==> src/rtl/bba_pkg.sv <==
// ----------------------------------------------------------------------------
// Bitmap block allocator package
// Shared types and codes for the bitmap block allocator.
// ----------------------------------------------------------------------------
package bba_pkg;

  localparam int ADDR_W     = 48;
  localparam int SHIFT_W    = 5;
  localparam int WORD_BITS  = 64;
  localparam int BIT_W      = 6;
  localparam int CFG_IDX_W  = 8;
  localparam int FREE_CNT_W = 7;

  // Request kinds carried on the input tuser.
  localparam logic MODE_ALLOC = 1'b0;
  localparam logic MODE_FREE  = 1'b1;

  // Configuration register indexes.
  localparam logic [CFG_IDX_W-1:0] REG_REGION_BASE = 8'd0;
  localparam logic [CFG_IDX_W-1:0] REG_BLOCK_SHIFT = 8'd1;

  typedef enum logic [1:0] {
    ST_IDLE,
    ST_READ,
    ST_MODIFY,
    ST_RESULT
  } state_t;

endpackage

==> src/rtl/bba_ram.sv <==
// ----------------------------------------------------------------------------
// Generic single-port-write RAM
// One write port and one read port with a registered read.
// ----------------------------------------------------------------------------
module bba_ram #(
  parameter int WIDTH = 64,
  parameter int DEPTH = 2
) (
  input  logic                                            clk,
  input  logic                                            we,
  input  logic [((DEPTH > 1) ? $clog2(DEPTH) : 1)-1:0]   waddr,
  input  logic [WIDTH-1:0]                                wdata,
  input  logic [((DEPTH > 1) ? $clog2(DEPTH) : 1)-1:0]   raddr,
  output logic [WIDTH-1:0]                                rdata
);

  localparam int AW = (DEPTH > 1) ? $clog2(DEPTH) : 1;

  logic [WIDTH-1:0] mem [0:(2**AW)-1];

  always_ff @(posedge clk) begin
    if (we) begin
      mem[waddr] <= wdata;
    end
    rdata <= mem[raddr];
  end

endmodule

==> src/rtl/bitmap_block_allocator.sv <==
// ----------------------------------------------------------------------------
// Bitmap block allocator
// Hands out and takes back fixed-size blocks of a region, lowest free first.
// ----------------------------------------------------------------------------
// Flow: a transferred request passes the read, modify and result states (RAM
// read, modify/write back, address formation); its result is loaded into the
// output register once that is free or draining, and m_tvalid rises at that
// same edge. No new request is taken until then, as the read-modify-write of
// one 64-bit bitmap word in the RAM and the address adder are not overlapped.
// Reset: control state clears at once; bitmap words read as all free through
// per-word valid flags, so no clearing pass is needed and requests are taken
// from the first cycle after reset. Neither input channel is ready in reset.
module bitmap_block_allocator
  import bba_pkg::*;
#(
  parameter int NUM_BLOCKS = 64
) (
  input  logic                  clk,
  input  logic                  rst,
  // Request stream.
  input  logic                  s_tvalid,
  output logic                  s_tready,
  input  logic [47:0]           s_tdata,   // [47:0] free_address
  input  logic [0:0]            s_tuser,   // [0] mode
  // Result stream.
  output logic                  m_tvalid,
  input  logic                  m_tready,
  output logic [55:0]           m_tdata,   // [0] ok, [48:1] block_address,
                                           // [55:49] free_blocks
  // Configuration write channel.
  input  logic                  cfg_valid,
  output logic                  cfg_ready,
  input  logic [CFG_IDX_W-1:0]  cfg_index,
  input  logic [ADDR_W-1:0]     cfg_data
);

  // The bitmap is kept as 64-bit words; the word slots are rounded up to a
  // power of two so a word index addresses them exactly. Slots past the last
  // real word never hold a free block.
  localparam int MAP_WORDS  = (NUM_BLOCKS + WORD_BITS - 1) / WORD_BITS;
  localparam int WORD_W     = (MAP_WORDS > 1) ? $clog2(MAP_WORDS) : 1;
  localparam int WORD_SLOTS = 2 ** WORD_W;
  localparam int CNT_W      = $clog2(NUM_BLOCKS + 1);
  localparam int LAST_BITS  = NUM_BLOCKS - (MAP_WORDS - 1) * WORD_BITS;
  localparam logic [WORD_BITS-1:0] LAST_MASK =
      (LAST_BITS == WORD_BITS) ? {WORD_BITS{1'b1}}
                               : ((64'd1 << LAST_BITS) - 64'd1);

  // Configuration registers.
  logic [ADDR_W-1:0]  region_base;
  logic [SHIFT_W-1:0] block_shift;

  // Request context.
  state_t             state, state_next;
  logic               req_mode;
  logic               req_ok;
  logic [WORD_W-1:0]  word_sel;
  logic [BIT_W-1:0]   bit_sel;
  logic [CNT_W-1:0]   count;

  // Per-word flags: written since reset, and holds at least one free block.
  logic [WORD_SLOTS-1:0] word_valid;
  logic [WORD_SLOTS-1:0] word_free;

  // Output register.
  logic               out_ok;
  logic [ADDR_W-1:0]  out_addr;
  logic [FREE_CNT_W-1:0] out_free;

  // RAM port signals.
  logic                 ram_we;
  logic [WORD_W-1:0]    ram_raddr;
  logic [WORD_BITS-1:0] ram_rdata;
  logic [WORD_BITS-1:0] ram_wdata;

  // Combinational helpers.
  logic                 accept;
  logic [ADDR_W:0]      offset;
  logic                 in_range;
  logic [ADDR_W-1:0]    idx_full;
  logic                 any_free_word;
  logic [WORD_W-1:0]    first_word;
  logic [WORD_BITS-1:0] cur_word;
  logic [WORD_BITS-1:0] new_word;
  logic [BIT_W-1:0]     first_bit;
  logic                 success;
  logic [WORD_W+BIT_W-1:0] blk_index;
  logic [ADDR_W-1:0]    alloc_addr;
  logic                 out_load;
  logic [CNT_W+FREE_CNT_W-1:0] count_ext;

  assign cfg_ready = !rst;
  assign s_tready  = !rst && (state == ST_IDLE);
  assign accept    = s_tvalid && s_tready;

  always_ff @(posedge clk) begin
    if (rst) begin
      region_base <= '0;
      block_shift <= SHIFT_W'(12);
    end else if (cfg_valid && cfg_ready) begin
      if (cfg_index == REG_REGION_BASE) begin
        region_base <= cfg_data;
      end else if (cfg_index == REG_BLOCK_SHIFT) begin
        block_shift <= cfg_data[SHIFT_W-1:0];
      end
    end
  end

  // A free request is range checked at the transfer. The region spans
  // NUM_BLOCKS << block_shift bytes, which is compared without wrap, so an
  // in-range offset always gives a block index below NUM_BLOCKS.
  assign offset   = {1'b0, s_tdata} - {1'b0, region_base};
  assign in_range = !offset[ADDR_W] &&
                    ({16'd0, offset[ADDR_W-1:0]} < (64'(NUM_BLOCKS) << block_shift));
  assign idx_full = offset[ADDR_W-1:0] >> block_shift;

  // Lowest word that still holds a free block.
  always_comb begin
    any_free_word = |word_free;
    first_word    = '0;
    for (int w = WORD_SLOTS - 1; w >= 0; w--) begin
      if (word_free[w]) begin
        first_word = WORD_W'(w);
      end
    end
  end

  assign ram_raddr = (req_mode == MODE_ALLOC) ? first_word : word_sel;

  // A word never written since reset reads as its reset pattern: all free,
  // with the bits past the last block clear.
  always_comb begin
    if (word_valid[word_sel]) begin
      cur_word = ram_rdata;
    end else if (32'(word_sel) == MAP_WORDS - 1) begin
      cur_word = LAST_MASK;
    end else begin
      cur_word = {WORD_BITS{1'b1}};
    end
  end

  // Lowest free bit within the selected word.
  always_comb begin
    first_bit = '0;
    for (int b = WORD_BITS - 1; b >= 0; b--) begin
      if (cur_word[b]) begin
        first_bit = BIT_W'(b);
      end
    end
  end

  // Modify step: allocation clears the lowest free bit, a free sets the
  // addressed bit and fails if it was already set.
  always_comb begin
    new_word = cur_word;
    success  = 1'b0;
    if (req_mode == MODE_ALLOC) begin
      if (req_ok) begin
        new_word[first_bit] = 1'b0;
        success = 1'b1;
      end
    end else begin
      if (req_ok && !cur_word[bit_sel]) begin
        new_word[bit_sel] = 1'b1;
        success = 1'b1;
      end
    end
  end

  assign ram_we    = (state == ST_MODIFY) && success;
  assign ram_wdata = new_word;

  bba_ram #(
    .WIDTH (WORD_BITS),
    .DEPTH (WORD_SLOTS)
  ) u_map_ram (
    .clk   (clk),
    .we    (ram_we),
    .waddr (word_sel),
    .wdata (ram_wdata),
    .raddr (ram_raddr),
    .rdata (ram_rdata)
  );

  // The allocated address wraps at 48 bits.
  assign blk_index  = {word_sel, bit_sel};
  assign alloc_addr = region_base + (ADDR_W'(blk_index) << block_shift);
  assign out_load   = (state == ST_RESULT) && (!m_tvalid || m_tready);
  assign count_ext  = {{FREE_CNT_W{1'b0}}, count};

  always_comb begin
    state_next = state;
    unique case (state)
      ST_IDLE:   if (accept) state_next = ST_READ;
      ST_READ:   state_next = ST_MODIFY;
      ST_MODIFY: state_next = ST_RESULT;
      ST_RESULT: if (out_load) state_next = ST_IDLE;
      default:   state_next = ST_IDLE;
    endcase
  end

  always_ff @(posedge clk) begin
    if (rst) begin
      state <= ST_IDLE;
    end else begin
      state <= state_next;
    end
  end

  // Control state: bitmap flags, free count and result valid.
  always_ff @(posedge clk) begin
    if (rst) begin
      word_valid <= '0;
      for (int w = 0; w < WORD_SLOTS; w++) begin
        word_free[w] <= (w < MAP_WORDS);
      end
      count    <= CNT_W'(NUM_BLOCKS);
      m_tvalid <= 1'b0;
    end else begin
      if (ram_we) begin
        word_valid[word_sel] <= 1'b1;
        word_free[word_sel]  <= |new_word;
        if (req_mode == MODE_ALLOC) begin
          count <= count - CNT_W'(1);
        end else begin
          count <= count + CNT_W'(1);
        end
      end
      if (out_load) begin
        m_tvalid <= 1'b1;
      end else if (m_tready) begin
        m_tvalid <= 1'b0;
      end
    end
  end

  // Request context and result payload.
  always_ff @(posedge clk) begin
    if (accept) begin
      req_mode <= s_tuser[0];
      req_ok   <= in_range;
      bit_sel  <= idx_full[BIT_W-1:0];
      word_sel <= idx_full[BIT_W +: WORD_W];
    end
    if (state == ST_READ && req_mode == MODE_ALLOC) begin
      req_ok   <= any_free_word;
      word_sel <= first_word;
    end
    if (state == ST_MODIFY) begin
      req_ok <= success;
      if (req_mode == MODE_ALLOC) begin
        bit_sel <= first_bit;
      end
    end
    if (out_load) begin
      out_ok   <= req_ok;
      out_addr <= (req_ok && req_mode == MODE_ALLOC) ? alloc_addr : '0;
      out_free <= count_ext[FREE_CNT_W-1:0];
    end
  end

  assign m_tdata = {out_free, out_addr, out_ok};

  // The free count can never exceed the number of blocks.
  assert property (@(posedge clk) disable iff (rst)
    count <= CNT_W'(NUM_BLOCKS))
    else $error("free count above block count");

  // A failed request leaves the free count alone.
  assert property (@(posedge clk) disable iff (rst)
    (state == ST_MODIFY && !success) |=> $stable(count))
    else $error("free count changed on a failed request");

  // The bitmap RAM is written only in the modify step.
  assert property (@(posedge clk) disable iff (rst)
    ram_we |-> (state == ST_MODIFY))
    else $error("bitmap write outside modify step");

  // A new result is loaded only when the output register is free or draining.
  assert property (@(posedge clk) disable iff (rst)
    (m_tvalid && !m_tready && state == ST_RESULT) |=> (state == ST_RESULT))
    else $error("result overwritten while stalled");

endmodule
==> config.mk <==
export PLATFORM = sky130hd
export DESIGN_NAME = bitmap_block_allocator
export DESIGN_NICKNAME = d
export VERILOG_FILES = /design/src/rtl/bba_pkg.sv /design/src/rtl/bba_ram.sv /design/src/rtl/bitmap_block_allocator.sv
export SDC_FILE = /design/constraint.sdc
export NUM_CORES = 1
export LEC_CHECK = 0
export CORE_ASPECT_RATIO = 0.8
export CORE_UTILIZATION = 45
export DETAILED_ROUTE_END_ITERATION = 12
export DONT_BUFFER_PORTS = 1
export GPL_ROUTABILITY_DRIVEN = 0
export PLACE_DENSITY = 0.68
export SETUP_SLACK_MARGIN = 0.3
export SLEW_MARGIN = 15
export SYNTH_ARGS = -nofsm -noshare
export SYNTH_HDL_FRONTEND = slang
export SYNTH_HIERARCHICAL = 1
export SYNTH_SLANG_ARGS = --single-unit
==> constraint.sdc <==
create_clock -name clk -period 7.1 [get_ports clk]
set_input_delay 1.065 -clock clk [delete_from_list [all_inputs] [get_ports clk]]
set_output_delay 1.065 -clock clk [all_outputs]
set_load 0.01 [all_outputs]
==> results_dict.tcl <==
set metrics [dict create \
    finalHoldViolCount 0 \
    cts_resized 0 \
    status "finished clean" \
    cp.required_ns 7.40 \
    worst_slack_ns 0.856 \
    fin_cells 3127 \
    synth_cell_type_count 97 \
    grt_pass1_vias 18944 \
    syn_area_per_cell_um2 9.03 \
    synth_edf_count 187 \
    worst-path-max-fanout 24 \
    wire_per_inst_um 23.2 \
    cp-start-kind "flop" \
    row_count 72 \
    fin_crit_sh 0.879 \
    synthTopCellsByCount "260 x nor2_1, 250 x nand2_1, 219 x a21oi_1" \
    fin_util 0.495 \
    start_util 0.460 \
    fin_crit_ns 6.24 \
    ctsLongestPathBuffers 3 \
    die_x_um 251 \
    switchingPower_mw 2.06 \
    p_int_mw 3.80 \
    synth_top_area_frac 0.251 \
    yosysTopAreaCell "edfxtp_1" \
    dp_slack_ns 0.828 \
    cts_htree_levels 2 \
    grt_setup_unrepaired "no" \
    synthCells 2480 \
    ant_nets 0 \
    yosysWarnings 6 \
    hold_buffers 0 \
    power.share.clock 0.321 \
    first_iter_violations 2931 \
    worst_hold_path_type "reg2reg" \
    clkTransAtPathRegs_ns 0.07 \
    overflow 0 \
    fin_setup_tns_ns 0 \
    drtPass1Iterations 8 \
    slew_headroom 0.0767 \
    cts_setup_buffers 0 \
    placedCellCount 3060 \
    ys_seq_area_frac 0.373 \
    cts-buffers-inserted 36 \
    critPathSlowestCell "dfxtp_1" \
    place_area_um2 23000 \
    critPathMaxStageDelay_ns 1.11 \
    timing.fmax_mhz 160 \
    die-area_um2 50700 \
    io_buffers 0 \
    p_seq_frac 0.415 \
    synth_most_common_cell "nor2_1" \
    pwr_density_cell_nw_per_um2 243 \
    ioPinCount 169 \
    path_common_cell "a21oi_1" \
    drt_wl_total_um 72500 \
    cts_sinks 324 \
    drive_gt1_frac 0.0882 \
    finalClockSkew_ns 0.0283 \
    ys_ff_latch 324 \
    grt_usage 0.280 \
    netlist_area_um2 22400 \
    antenna_found_initial 1 \
    setup_viol 0 \
    slew_violations 0 \
    synthTopCellsByArea "edfxtp_1 25%, dfxtp_1 12%, ha_1 7.1%" \
    cp.arrival_ns 6.54 \
    fin_area_um2 24100 \
    clk_latency_ns 0.57 \
    critical_path_class "reg2reg" \
    power_leakage_nw 8.26 \
    vias 20511 \
    max-cap-violations 0 \
    hpwl_um 53600 \
    grt_pass1_wl_um 111000 \
    combPwrFrac 0.264 \
    core-area_um2 48700 \
    die_y_um 202 \
    layout.nets 2672 \
    viasPerCell 6.56 \
    synthArstFlopShare 0 \
    synth_nets 2720 \
    tightest_slew_ns 1.37 \
    sw_frac_of_total 0.351 \
    area_delta_synth_final_pct 7.69 \
    drcViolationCount 0 \
    grt_max_degree 90 \
    worstPathCellList "nand2_1 > o21ai_0 > nor2_1 > a21oi_1 > a21oi_1 > o22a_1 > nor2_1 > ha_1 > o21ai_0 > a21oi_1 > a21oi_1 > a21o_1 > o31ai_1 > o31ai_1 > o311a_1 > o31ai_1 > o21ai_0 > a2111oi_0 > xnor2_1 > nor2_1" \
    tritoncts "done" \
    ys.flop_type "edfxtp_1" \
    ir_drop_uv 181 \
    cts_root_buf "clkbuf_16" \
    end_kind "flop" \
]
-- power groups by stage --
| stage | Clock [mW] | Combinational (mW) | Sequential [mW] |
|---|---|---|---|
| 4_1_cts | 1.92 | 1.48 | 2.41 |
| 5_1_grt | 1.98 | 1.64 | 2.44 |
| 3_3_place_gp | 0 | 1.44 | 2.45 |
| 2_1_floorplan | 0 | 1.16 | 2.32 |
| 3_5_place_dp | 0 | 1.47 | 2.45 |
| 6_report | 1.88 | 1.55 | 2.43 |
-- final cells by class --
type | count | area, um^2
Multi-Input combinational cell | 1924 | 13100
Clock inverter | 16 | 161
Clock buffer | 50 | 1010
Sequential cell | 324 | 8360
Fill cell | 4496 | 24600
Antenna cell | 1 | 2.50
Tap cell | 666 | 833
Timing Repair Buffer | 31 | 270
Inverter | 115 | 432
-- layer usage --
| metal | vias to the layer above | global-route usage | part of all wire | wire length, um |
|---|---|---|---|---|
| li1 | 9197 | - | - | - |
| met1 | 9678 | 0.400 | 0.44 | 31600 |
| met2 | 1385 | 0.390 | 0.40 | 28800 |
| met3 | 251 | 0.0847 | 0.13 | 9250 |
| met4 | 0 | 0.108 | 0.040 | 2870 |
| met5 | - | 0 | 0 | 0 |
-- cell families (layout without fill, tap and decap cells) --
group           count (synthesis)  in the layout  synth area share
compound gates                714            714             0.215
xor+xnor                       72             72            0.0281
fa+ha+maj                     130            130            0.0736
buf+inv                       232            212            0.0457
flops                         324            324             0.373
mux                           129            129            0.0775
other cells                     0              1                 0
simple gates                  879            879             0.187
-- path summary, 6_finish.rpt --
kind                            cells past startpoint                      endpoint  slack, ns                         start
worst max-delay path                               20    out_addr[40]$_SDFFCE_PN0P_       0.86            bit_sel[1]$_DFF_P_
worst min-delay path                                2  region_base[47]$_SDFFE_PP0P_       0.45  region_base[47]$_SDFFE_PP0P_
worst max register to register                     20    out_addr[40]$_SDFFCE_PN0P_       0.86            bit_sel[1]$_DFF_P_
worst min register to register                      2  region_base[47]$_SDFFE_PP0P_       0.45  region_base[47]$_SDFFE_PP0P_
-- worst max-delay path: cells and delay by family (launching register included) --
| family | cells | cell delay (ns) |
|---|---|---|
| AND/OR/NAND/NOR | 4 | 0.49 |
| flip-flops | 1 | 1.11 |
| AO/OA/AOI/OAI | 14 | 3.93 |
| adder cells (fa/ha/maj) | 1 | 0.27 |
| XOR/XNOR | 1 | 0.17 |
-- sequential cells by signal, indices dropped and copies added, names as in the netlist, 5 cells and up --
name	flops
u_map_ram/rdata	64
out_addr	48
block_shift	5
out_free	7
bit_sel	6
u_map_ram/mem	128
region_base	48
count	7
-- stage by stage --
step,hold slack [ns],power (mW)
CTS,0.450,5.81
detailed placement,0.431,3.92
finish,0.447,5.85
floorplan,0.417,3.49
global route,0.470,6.06
global placement,0.434,3.88
-- placed cells by master (no fill, tap or decap), drive strengths merged, types with 34 or more instances in the layout --
master,count
mux2i,45
a211oi,47
edfxtp,187
o21a,34
nand3,56
nor4,34
nand2,250
nor3,84
nor2,261
xnor2,51
inv,116
a21o,42
a311oi,49
o21ai,94
ha,127
mux2,75
a21oi,220
dfxtp,137
clkbuf,50
(Power assumes the default switching activity.)
